## config.mk

```make
export PLATFORM = sky130hd
export DESIGN_NAME = sliding_median_filter_core_flat
export DESIGN_NICKNAME = d
export VERILOG_FILES = /design/src/hw/rtl/smf_pkg.sv /design/src/hw/rtl/smf_if.sv /design/src/hw/rtl/sliding_median_filter_core.sv /design/src/flat_wrapper.sv
export SDC_FILE = /design/constraint.sdc
export NUM_CORES = 2
export LEC_CHECK = 0
export ABC_AREA = 1
export BUFFER_PORTS_ARGS = -buffer_cell sky130_fd_sc_hd__buf_4
export CORE_AREA = 2 2 373 651
export DETAILED_ROUTE_END_ITERATION = 8
export DIE_AREA = 0 0 375 653
export HOLD_SLACK_MARGIN = 0.06
export PLACE_DENSITY = 0.7
export SLEW_MARGIN = 5
export SYNTH_ARGS = -nofsm -noshare
export SYNTH_HDL_FRONTEND = slang
export SYNTH_SLANG_ARGS = --single-unit
```

## constraint.sdc

```tcl
create_clock -name clk_i -period 5.5 [get_ports clk_i]
set_input_delay 0.55 -clock clk_i [delete_from_list [all_inputs] [get_ports clk_i]]
set_output_delay 0.55 -clock clk_i [all_outputs]
set_load 0.005 [all_outputs]
```

## src/hw/rtl/smf_pkg.sv

```systemverilog
// ----------------------------------------------------------------------------
// smf_pkg
// Shared types and codes of the sliding median filter.
// ----------------------------------------------------------------------------
`default_nettype none

package smf_pkg;

  localparam logic OP_PUSH = 1'b0;
  localparam logic OP_FILL = 1'b1;

  typedef enum logic [2:0] {
    ST_IDLE,
    ST_LOAD,
    ST_SWEEP,
    ST_FILL,
    ST_OUT
  } smf_state_e;

  typedef enum logic [1:0] {
    MD_NORM,
    MD_RIGHT,
    MD_LEFT,
    MD_DONE
  } smf_mode_e;

endpackage

`default_nettype wire

```

## src/hw/rtl/smf_if.sv

```systemverilog
// ----------------------------------------------------------------------------
// smf_if
// Valid/ready channels of the sliding median filter: sample in, median out.
// ----------------------------------------------------------------------------
`default_nettype none

interface smf_in_if #(
  parameter int SAMPLE_BITS = 24
) ();
  logic                          valid;
  logic                          ready;
  logic                          opcode;
  logic signed [SAMPLE_BITS-1:0] sample;

  modport source (output valid, output opcode, output sample, input ready);
  modport sink (input valid, input opcode, input sample, output ready);
endinterface

interface smf_out_if #(
  parameter int SAMPLE_BITS = 24
) ();
  logic                        valid;
  logic                        ready;
  logic signed [SAMPLE_BITS:0] median_twice;

  modport source (output valid, output median_twice, input ready);
  modport sink (input valid, input median_twice, output ready);
endinterface

`default_nettype wire

```

## src/hw/rtl/sliding_median_filter_core.sv

```systemverilog
// ----------------------------------------------------------------------------
// sliding_median_filter_core
// Running median over the last WINDOW signed Q16.8 altitude samples.
//
// in_i carries an opcode and a sample. A push transfer drops the oldest
// sample, merges the new one into the sorted copy and returns twice the
// median on out_o (sum of the two middle ranks, or twice the middle rank).
// A fill transfer loads every slot with its sample and returns nothing.
// in_i.ready is high only while the sequencer is idle. A push runs one load
// step, one merge step per rank of the sorted memory, which has a single
// read and a single write port, and one output step. A new push is taken
// only after the previous one has left its output step. A fill writes one
// slot per cycle, and the next transfer is taken once the fill has written
// its last slot. The next transfer is
// taken while a result waits in the output register; a push that finishes
// while that register is still full holds until out_o is taken. Reset
// empties the output register and makes both stores read as zero until
// written; no clearing pass runs.
// ----------------------------------------------------------------------------
`default_nettype none

module sliding_median_filter_core
  import smf_pkg::*;
#(
  parameter int WINDOW      = 50,
  parameter int SAMPLE_BITS = 24
) (
  input  wire        clk_i,
  input  wire        rst_ni,
  smf_in_if.sink     in_i,
  smf_out_if.source  out_o
);

  localparam int KW = $clog2(WINDOW);
  localparam int SW = SAMPLE_BITS;
  localparam int OW = SAMPLE_BITS + 1;
  localparam logic [KW-1:0] LAST   = KW'(WINDOW - 1);
  localparam logic [KW-1:0] MID_LO = KW'((WINDOW - 1) / 2);
  localparam logic [KW-1:0] MID_HI = KW'(WINDOW / 2);
  localparam bit ODD_WIN = (WINDOW % 2) != 0;

  smf_state_e state_q, state_d;
  smf_mode_e  mode_q, mode_d, mode_nxt;

  logic [KW-1:0]     k_q, k_d;
  logic [KW-1:0]     oldest_q, oldest_d;
  logic [WINDOW-1:0] ring_vld_q, ring_vld_d;
  logic              srt_init_q, srt_init_d;
  logic              out_vld_q, out_vld_d;

  logic signed [SW-1:0] fresh_q, fresh_d;
  logic signed [SW-1:0] gone_q, gone_d;
  logic signed [SW-1:0] prev_q, prev_d;
  logic signed [SW-1:0] cur_q, cur_d;
  logic signed [SW-1:0] lo_q, lo_d;
  logic signed [OW-1:0] med_q, med_d;
  logic signed [OW-1:0] out_med_q, out_med_d;

  logic signed [SW-1:0] ring_mem [WINDOW];
  logic signed [SW-1:0] srt_mem [WINDOW];
  logic signed [SW-1:0] ring_rd_q;
  logic                 ring_rd_vld_q;
  logic signed [SW-1:0] srt_rd_q;

  logic                 in_ready;
  logic                 ring_we;
  logic [KW-1:0]        ring_waddr;
  logic signed [SW-1:0] ring_wdata;
  logic                 srt_we;
  logic [KW-1:0]        srt_waddr;
  logic signed [SW-1:0] srt_wdata;
  logic [KW-1:0]        srt_raddr;

  logic signed [SW-1:0] nxt;
  logic                 nxt_ok;
  logic signed [SW-1:0] new_val;
  logic [KW:0]          ahead;
  logic                 ahead_ok;
  logic signed [SW-1:0] lo_sel;

  assign nxt      = srt_init_q ? srt_rd_q : '0;
  assign nxt_ok   = (k_q != LAST);
  assign ahead    = {1'b0, k_q} + (KW+1)'(2);
  assign ahead_ok = (ahead < (KW+1)'(WINDOW));
  assign lo_sel   = ODD_WIN ? new_val : lo_q;

  // Merge step: one rank of the new sorted window per cycle.
  always_comb begin
    new_val  = cur_q;
    mode_nxt = mode_q;
    case (mode_q)
      MD_NORM: begin
        if ((cur_q == gone_q) || (k_q == LAST)) begin
          if (nxt_ok && (nxt <= fresh_q)) begin
            new_val  = nxt;
            mode_nxt = MD_LEFT;
          end else begin
            new_val  = fresh_q;
            mode_nxt = MD_DONE;
          end
        end else if (fresh_q < cur_q) begin
          new_val  = fresh_q;
          mode_nxt = MD_RIGHT;
        end else begin
          new_val = cur_q;
        end
      end
      MD_RIGHT: begin
        if (prev_q == gone_q) begin
          new_val  = cur_q;
          mode_nxt = MD_DONE;
        end else begin
          new_val = prev_q;
        end
      end
      MD_LEFT: begin
        if (nxt_ok && (nxt <= fresh_q)) begin
          new_val = nxt;
        end else begin
          new_val  = fresh_q;
          mode_nxt = MD_DONE;
        end
      end
      MD_DONE: begin
        new_val = cur_q;
      end
      default: begin
        new_val  = cur_q;
        mode_nxt = MD_DONE;
      end
    endcase
  end

  always_comb begin
    state_d = state_q;
    case (state_q)
      ST_IDLE: begin
        if (in_i.valid) begin
          state_d = (in_i.opcode == OP_FILL) ? ST_FILL : ST_LOAD;
        end
      end
      ST_LOAD: begin
        state_d = ST_SWEEP;
      end
      ST_SWEEP: begin
        if (k_q == LAST) begin
          state_d = ST_OUT;
        end
      end
      ST_FILL: begin
        if (k_q == LAST) begin
          state_d = ST_IDLE;
        end
      end
      ST_OUT: begin
        if (!out_vld_q || out_o.ready) begin
          state_d = ST_IDLE;
        end
      end
      default: begin
        state_d = ST_IDLE;
      end
    endcase
  end

  always_comb begin
    mode_d     = mode_q;
    k_d        = k_q;
    oldest_d   = oldest_q;
    ring_vld_d = ring_vld_q;
    srt_init_d = srt_init_q;
    fresh_d    = fresh_q;
    gone_d     = gone_q;
    prev_d     = prev_q;
    cur_d      = cur_q;
    lo_d       = lo_q;
    med_d      = med_q;
    out_med_d  = out_med_q;
    out_vld_d  = out_vld_q && !out_o.ready;
    in_ready   = 1'b0;
    ring_we    = 1'b0;
    ring_waddr = oldest_q;
    ring_wdata = fresh_q;
    srt_we     = 1'b0;
    srt_waddr  = k_q;
    srt_wdata  = new_val;
    srt_raddr  = '0;
    case (state_q)
      ST_IDLE: begin
        in_ready = 1'b1;
        if (in_i.valid) begin
          fresh_d = in_i.sample;
          k_d     = '0;
          mode_d  = MD_NORM;
        end
      end
      ST_LOAD: begin
        gone_d                = ring_rd_vld_q ? ring_rd_q : '0;
        cur_d                 = nxt;
        ring_we               = 1'b1;
        ring_vld_d[oldest_q]  = 1'b1;
        oldest_d              = (oldest_q == LAST) ? '0 : oldest_q + KW'(1);
        srt_raddr             = KW'(1);
      end
      ST_SWEEP: begin
        srt_we    = 1'b1;
        srt_raddr = ahead_ok ? ahead[KW-1:0] : '0;
        prev_d    = cur_q;
        cur_d     = nxt;
        mode_d    = mode_nxt;
        k_d       = (k_q == LAST) ? '0 : k_q + KW'(1);
        if (k_q == MID_LO) begin
          lo_d = new_val;
        end
        if (k_q == MID_HI) begin
          med_d = {lo_sel[SW-1], lo_sel} + {new_val[SW-1], new_val};
        end
        if (k_q == LAST) begin
          srt_init_d = 1'b1;
        end
      end
      ST_FILL: begin
        srt_we     = 1'b1;
        srt_wdata  = fresh_q;
        ring_we    = 1'b1;
        ring_waddr = k_q;
        k_d        = (k_q == LAST) ? '0 : k_q + KW'(1);
        if (k_q == LAST) begin
          ring_vld_d = '1;
          srt_init_d = 1'b1;
          oldest_d   = '0;
        end
      end
      ST_OUT: begin
        if (!out_vld_q || out_o.ready) begin
          out_vld_d = 1'b1;
          out_med_d = med_q;
        end
      end
      default: begin
        in_ready = 1'b0;
      end
    endcase
  end

  always_ff @(posedge clk_i or negedge rst_ni) begin
    if (!rst_ni) begin
      state_q    <= ST_IDLE;
      mode_q     <= MD_NORM;
      k_q        <= '0;
      oldest_q   <= '0;
      ring_vld_q <= '0;
      srt_init_q <= 1'b0;
      out_vld_q  <= 1'b0;
    end else begin
      state_q    <= state_d;
      mode_q     <= mode_d;
      k_q        <= k_d;
      oldest_q   <= oldest_d;
      ring_vld_q <= ring_vld_d;
      srt_init_q <= srt_init_d;
      out_vld_q  <= out_vld_d;
    end
  end

  always_ff @(posedge clk_i) begin
    fresh_q   <= fresh_d;
    gone_q    <= gone_d;
    prev_q    <= prev_d;
    cur_q     <= cur_d;
    lo_q      <= lo_d;
    med_q     <= med_d;
    out_med_q <= out_med_d;
  end

  always_ff @(posedge clk_i) begin
    if (ring_we) begin
      ring_mem[ring_waddr] <= ring_wdata;
    end
    ring_rd_q     <= ring_mem[oldest_q];
    ring_rd_vld_q <= ring_vld_q[oldest_q];
  end

  always_ff @(posedge clk_i) begin
    if (srt_we) begin
      srt_mem[srt_waddr] <= srt_wdata;
    end
    srt_rd_q <= srt_mem[srt_raddr];
  end

  assign in_i.ready         = in_ready;
  assign out_o.valid        = out_vld_q;
  assign out_o.median_twice = out_med_q;

  a_out_from_seq: assert property (@(posedge clk_i) disable iff (!rst_ni)
    $rose(out_vld_q) |-> $past(state_q) == ST_OUT)
    else $error("result raised outside the output step");

  a_rank_range: assert property (@(posedge clk_i) disable iff (!rst_ni)
    (state_q == ST_SWEEP || state_q == ST_FILL) |-> k_q <= LAST)
    else $error("rank counter beyond window");

  a_oldest_range: assert property (@(posedge clk_i) disable iff (!rst_ni)
    oldest_q <= LAST)
    else $error("oldest slot beyond window");

  a_fill_silent: assert property (@(posedge clk_i) disable iff (!rst_ni)
    (in_i.valid && in_i.ready && in_i.opcode == OP_FILL) |=> state_q == ST_FILL)
    else $error("fill transfer did not start a fill sweep");

endmodule

`default_nettype wire
```

## src/flat_wrapper.sv

```systemverilog
// flat-port wrapper written by rule: the top's interface ports become plain ports
module sliding_median_filter_core_flat import smf_pkg::*;
#(
  parameter int WINDOW      = 50,
  parameter int SAMPLE_BITS = 24
)
  (clk_i, rst_ni, in_i_valid, in_i_opcode, in_i_sample, in_i_ready, out_o_valid, out_o_median_twice, out_o_ready);
  smf_in_if #(.SAMPLE_BITS(SAMPLE_BITS)) in_i_i ();
  smf_out_if #(.SAMPLE_BITS(SAMPLE_BITS)) out_o_i ();
  input  wire clk_i;
  input  wire rst_ni;
  input wire logic [$bits(in_i_i.valid)-1:0] in_i_valid;
  input wire logic [$bits(in_i_i.opcode)-1:0] in_i_opcode;
  input wire logic [$bits(in_i_i.sample)-1:0] in_i_sample;
  output wire logic [$bits(in_i_i.ready)-1:0] in_i_ready;
  output wire logic [$bits(out_o_i.valid)-1:0] out_o_valid;
  output wire logic [$bits(out_o_i.median_twice)-1:0] out_o_median_twice;
  input wire logic [$bits(out_o_i.ready)-1:0] out_o_ready;
  assign in_i_i.valid = in_i_valid;
  assign in_i_i.opcode = in_i_opcode;
  assign in_i_i.sample = in_i_sample;
  assign in_i_ready = in_i_i.ready;
  assign out_o_valid = out_o_i.valid;
  assign out_o_median_twice = out_o_i.median_twice;
  assign out_o_i.ready = out_o_ready;
  sliding_median_filter_core #(.WINDOW(WINDOW), .SAMPLE_BITS(SAMPLE_BITS)) u_core (.clk_i(clk_i), .rst_ni(rst_ni), .in_i(in_i_i), .out_o(out_o_i));
endmodule
```

# ---- After elaboration in Yosys (flattened, before gate mapping)
# Memory sizes are Yosys's and may differ from the RTL's. A register that Yosys moved wholly into a read port is not among the register bits.
# Cells that the tools add are included.
dict set report classes {
  n_addsub 4
  n_lt_le_gt_ge 5
  n_eq_ne 22
  n_mux 45
  n_bitwise 1
  reduce_logical 24
}
# operator n
set op_table {}
lappend op_table {{$mux 24} 6}
lappend op_table {{$pmux 50 s2} 1}
lappend op_table {{$pmux 24 s4} 1}
lappend op_table {{$mux 50} 1}
lappend op_table {{$or 50x50->50} 1}
lappend op_table {{$eq 24x24->1} 2}
lappend op_table {{$mux 6} 6}
lappend op_table {{$pmux 6 s2} 3}
lappend op_table {{$add 24x24->25} 1}
lappend op_table {{$le 24x24->1} 1}
lappend op_table {{$lt 24x24->1} 1}
lappend op_table {{$pmux 3 s5} 1}
lappend op_table {{$reduce_and 2->1} 7}
lappend op_table {{$add 6x1->6 const B} 2}
lappend op_table {{$eq 6x5->1 const B} 2}
lappend op_table {{$eq 6x6->1 const B} 2}
lappend op_table {{$mux 1} 12}
lappend op_table {{$mux 2} 6}
lappend op_table {{$mux 3} 4}
lappend op_table {{$add 6x2->7 const B} 1}
lappend op_table {{$lt 6x7->1 const B} 1}
lappend op_table {{$lt 7x6->1 const B} 1}
lappend op_table {{$bmux 1 s6} 1}
lappend op_table {{$demux 1 s6} 1}
lappend op_table {{24 further kinds} 36}
dict set report totals {
  ff_bits 240
  ramBits 2400
  inputBits 29
  out_inout_bits 27
  mem_count 2
}
# memory depth word_bits rd rd_ports_with_merged_regs write_ports line
set mem_list {}
lappend mem_list {u_core.ring_mem 50 24 1 1 1 sliding_median_filter_core.sv:59} ;# logic signed [SW-1:0] ring_mem [WINDOW];
lappend mem_list {u_core.srt_mem 50 24 1 1 1 sliding_median_filter_core.sv:60} ;# logic signed [SW-1:0] srt_mem [WINDOW];

# ---- Depth between registers and ports, before layout
dict set report depth {
  depth_word 7
  depth_mapped 36
  mapped_depth_nobuf 33
}

# ---- Worst setup path after synthesis
# OpenSTA, ideal clock, no wires.
dict set report synth_timing {
  path_type {reg-to-reg}
  startpoint {register u_core.fresh_q[23]}
  endpoint {register u_core.med_q[19], data pin}
  setup_ps 265
  arrival_ps 4543
  path_slack_ps 692
  stages_incl_launch_ff 30
  synth_period_minus_slack_ps 4808
  cell_sequence {edfxtp_1 -> inv_1 -> ha_1 -> nand2_1 -> nor2_1 -> nand3_1 -> nor2_1 -> a21oi_1 -> nand2_1 -> nand2_1 -> nand3_1 -> buf_2 -> buf_2 -> nand3_1 -> nand3_1 -> nand3_1 -> nand2_1 -> inv_1 -> ha_1 -> nand2_1 -> o21ai_0 -> nand2_1 -> nand2_1 -> nand2_1 -> nand2_1 -> a21oi_1 -> o21ai_0 -> a21oi_1 -> o21ai_0 -> xor2_1}
}
dict set report synth_between {
  elab_chain_len 6
  elab_cells_between_ends 8
  cone_classes {add/sub: 1; order compare: 2; mux: 4; reduce/logical: 1}
}
# item line
set synth_rtl {}
lappend synth_rtl {{from (decl)} sliding_median_filter_core.sv:51} ;# logic signed [SW-1:0] fresh_q, fresh_d;
lappend synth_rtl {{from (signal assigned)} sliding_median_filter_core.sv:267} ;# fresh_q <= fresh_d;
lappend synth_rtl {{$le 24x24->1} {sliding_median_filter_core.sv:94, sliding_median_filter_core.sv:117}}
lappend synth_rtl {{$logic_and 1x1->1} {sliding_median_filter_core.sv:94, sliding_median_filter_core.sv:117}}
lappend synth_rtl {{$mux 24} {sliding_median_filter_core.sv:94, sliding_median_filter_core.sv:117}}
lappend synth_rtl {{$mux 24} sliding_median_filter_core.sv:93} ;# if ((cur_q == gone_q) || (k_q == LAST)) begin
lappend synth_rtl {{$pmux 24 s4 *} sliding_median_filter_core.sv:91} ;# case (mode_q)
lappend synth_rtl {{net u_core.new_val[2]} sliding_median_filter_core.sv:76} ;# logic signed [SW-1:0] new_val;
lappend synth_rtl {{$add 24x24->25 *} sliding_median_filter_core.sv:216} ;# med_d = {lo_sel[SW-1], lo_sel} + {new_val[SW-1], new_val};
lappend synth_rtl {{to (signal assigned)} sliding_median_filter_core.sv:272} ;# med_q <= med_d;
lappend synth_rtl {{to (decl)} sliding_median_filter_core.sv:56} ;# logic signed [OW-1:0] med_q, med_d;
# Mark *: on every way through the listed nets, which the timed path passes. The rest lies on a longest branch.
# A chain may end at the register's enable or synchronous reset.

# ---- Worst setup path after layout
dict set report layout_timing {
  startpoint {register u_core.srt_init_q}
  endpoint {register u_core.med_q[19], data pin}
}
dict set report layout_between {
  elab_chain_len 7
}
# item line
set layout_rtl {}
lappend layout_rtl {{from (decl)} sliding_median_filter_core.sv:48} ;# logic srt_init_q, srt_init_d;
lappend layout_rtl {{from (signal assigned)} sliding_median_filter_core.sv:261} ;# srt_init_q <= srt_init_d;
lappend layout_rtl {{$mux 24 *} sliding_median_filter_core.sv:81} ;# assign nxt = srt_init_q ? srt_rd_q : '0;
lappend layout_rtl {{net u_core.nxt[2]} sliding_median_filter_core.sv:74} ;# logic signed [SW-1:0] nxt;
lappend layout_rtl {{$le 24x24->1 *} {sliding_median_filter_core.sv:94, sliding_median_filter_core.sv:117}}
lappend layout_rtl {{$logic_and 1x1->1 *} {sliding_median_filter_core.sv:94, sliding_median_filter_core.sv:117}}
lappend layout_rtl {{$mux 24 *} {sliding_median_filter_core.sv:94, sliding_median_filter_core.sv:117}}
lappend layout_rtl {{$mux 24} sliding_median_filter_core.sv:93}
lappend layout_rtl {{$pmux 24 s4 *} sliding_median_filter_core.sv:91}
lappend layout_rtl {{net u_core.new_val[1]} sliding_median_filter_core.sv:76}
lappend layout_rtl {{$add 24x24->25 *} sliding_median_filter_core.sv:216}
# Marks and branches as above.

==> run metrics <==
library cells used by synthesis=52; Initial Util=44.7%; simple-gate portion of the synthesized area=under 10%; Slew @ Worst Pin=1.38 ns; final layout net count=between 8k and 9k; Post-Syn Nets=7948; run status=completed; mean number of vias per cell=just over 6; Final Slew Violations=0; setup TNS=0 ns; Cell Pwr Density=around 630 nW/um^2; total gr overflow=0; Core ar.=240000 um^2; clk sinks=2688; final std cells w/o fill=11.3k; most frequent cells in the layout=edfxtp_1 (2570), nand2_1 (991), o211ai_1 (458); vias in the first global route=approximately 67k; later-pin clock latency in the skew report=0.92 ns; post-synthesis cell area=approximately 110000 um^2; Post-DRT Antenna Nets=0; switching portion of total power=40.4%; utilization after layout=around half; final wirelength=about 340 mm; largest net degree at the start of global routing=just over 200; Setup CP Type=reg -> reg; mux contribution to synthesized area=0%; CTS tree=done; Critical Path Max Stage Delay=around 0.37 ns; Clock transition at path regs=0.06 ns; Slowest-stage cell, CP=dfrtp_1; gpl congestion=1.04; post-synthesis adder-cell area fraction=less than 1%; post-route DRC violation count=0; All-Layer GR Usage=a little over a quarter; Seq cells post-synth=around 2.7k; slew margin rel.=slightly below 8%; period utilization=between 90% and 100%; Final Hold Fails=0; Pint=between 40 and 50 mW; cell row count=between 200 and 250; Final Skew=slightly below 0.09 ns; Worst Setup Start Kind=register; Crit. End Element=register; P_sw=30.9 mW; Synth warnings=0; Die Y=between 600 and 700 um; layout cells sized above 1=13.8%; area growth from synthesis to layout=12.7%; Clk pwr share=a little over a fifth; Crit path required time=around 6.1 ns; part of the power in registers=between 30% and 40%; 1st-pass router iterations=8; Via Count=about 69k; M1 GR Usage=between 20 and 30%; global-route met3 utilization=4.37%; Critical Path AT=around 5.7 ns; HPWL after DPL=a little over 200 mm; Seq/Total Area, Yosys=74.5%; htree depth=4; minimum clock period=slightly above 5 ns; synthesized instance count=between 7k and 8k; Synth Area in Compound Gates=11.4%; Die X=about 380 um; number of buffers added on ports=55; # fillers=just under 20k; Ports=56; FMAX=roughly 200 MHz; most utilized layer in the global route result=met2; Peak VDD IR=0.569 mV; clock root cell=clkbuf_16; MaxCap Viol Count=0; main combinational cell family by area after synthesis=compound AO/OA/AOI/OAI gates; first-pass GRT wire length=about 470 mm; most frequent CP cell=nand2_1; Pleak=around 40 nW; Avg WL per Cell=between 20 and 30 um; placed instance count=between 10k and 15k; drt first-iter violations=between 8k and 9k; Avg Cell Area, Syn=between 10 and 15 um^2; CTS Buffer Depth=4; die area=about 240000 um^2; Logic pwr share=39.4%; antenna violations before repair=21; commonest non-fill, non-tap cell in the layout=edfxtp_1; WHS=0.173 ns; Final setup viols=0; Post-Synth XOR/XNOR Area=0.449%; CP max FO=27; worst hold path class=in -> reg; CTS Buf Count=between 200 and 250; unrepaired setup endpoints after global routing=false; met2 Track Usage GR=between 40 and 50%
[cells in the mapped netlist (all sizes together)]
cell type	number	area, um^2
o32ai	24	210
o31ai	2	15.0
o211ai	458	3440
a211oi	2	15.0
nand4	159	995
xor2	30	263
a31oi	21	131
a2111oi	1	8.76
fa	1	20.0
and3	2	12.5
dfrtp	69	1730
a22oi	169	1270
or2	250	1560
buf	194	981
inv	308	1160
nor3	27	135
o21ai	614	3070
o2111ai	7	61.3
nor4	11	68.8
nor2	555	2110
o31a	1	8.76
dfxtp	49	981
o41ai	4	35.0
o21bai	19	143
edfxtp	2570	77200
nand2	1021	3850
a21o	6	45.0
a22o	99	867
nand3	321	1610
clkinv	8	30.0
a221oi	131	1150
o21a	30	225
a2bb2oi	1	8.76
xnor2	25	219
a32o	5	50.1
o22ai	78	488
o2bb2ai	2	17.5
ha	82	1030
clkbuf	280	1050
a21oi	200	1000
[critical path: cells and delay by family, from the launching register on]
family / cells / cell delay [ns]
buf+inv: 5 / 0.74
xor+xnor: 1 / 0.10
flops: 1 / 0.37
simple gates: 19 / 1.85
compound gates: 6 / 1.16
fa+ha+maj: 2 / 0.56
[power groups by stage]
stage / Clock (mW) / Sequential (mW) / Combinational, mW
floorplan: 0 / 29.9 / 15.7
CTS: 17.0 / 29.4 / 29.2
finish: 16.8 / 29.5 / 30.1
global route: 17.7 / 29.5 / 31.7
detailed placement: 0 / 29.9 / 29.1
global placement: 0 / 29.8 / 28.5
[metrics by stage]
step	worst slack [ns]	total power, mW	cell area, um^2
detailed placement	0.258	59.0	113000
finish	0.438	76.4	121000
global route	0.0231	78.9	121000
global placement	0.178	58.3	113000
floorplan	0.692	45.6	107000
CTS	0.291	75.6	121000
[per-layer routing]
| layer | vias up | share of wire [%] |
|---|---|---|
| met1 | 34592 | 33 |
| met3 | 956 | 7.8 |
| met2 | 3632 | 49 |
| met4 | 10 | 11 |
| li1 | 29786 | - |
| met5 | - | 0.019 |
[cell families after synthesis]
logic type,after synthesis
xor+xnor,55
flops,2688
simple gates,2346
buf+inv,790
compound gates,1874
fa+ha+maj,83
[timing repair]
item                                   in CTS  in global routing
endpoints found under the hold margin      95                  0
buffers inserted                            0                  0
resized for setup                           0                  7
setup endpoints to repair                   0                  3
hold buffers                               27                  0
[sequential cells by signal (all words and copies together) (netlist names), 2 cells and up]
| signal | flops |
|---|---|
| u_core.mode_q | 2 |
| u_core.k_q | 6 |
| u_core.oldest_q | 6 |
| u_core.srt_rd_q | 24 |
| u_core.fresh_q | 24 |
| u_core.state_q | 3 |
| u_core.ring_mem | 1200 |
| u_core.ring_vld_q | 50 |
| u_core.lo_q | 24 |
| u_core.med_q | 25 |
| u_core.srt_mem | 1200 |
| u_core.prev_q | 24 |
| u_core.out_o.median_twice | 25 |
| u_core.gone_q | 24 |
| u_core.ring_rd_q | 24 |
| u_core.cur_q | 24 |
[path summary, 6_finish.rpt]
check	cells past startpoint	endpoint	from	slack, ns
worst min register to register	0	u_core.out_o.median_twice[23]	u_core.med_q[23]	0.42
worst min-delay path	3	u_core.state_q[1]	in_i_valid	0.17
min in group asynchronous	2	u_core.oldest_q[2]	rst_ni	0.45
worst max register to register	33	u_core.med_q[19]	u_core.srt_init_q	0.44
worst max-delay path	33	u_core.med_q[19]	u_core.srt_init_q	0.44
max in group asynchronous	2	u_core.srt_init_q	rst_ni	4.36
[area by class of cell]
type	count	area, um^2	area share, %
flip-flops and latches	2688	79900	66.1
multi-input cells	4358	24600	20.4
clock buffers	286	6130	5.08
well taps	3120	3900	3.23
repair buffers	396	3480	2.88
clock inverters	146	1570	1.30
inverters	316	1240	1.03
diodes	7	17.5	0.0145
Power figures use the tool's default switching activity.
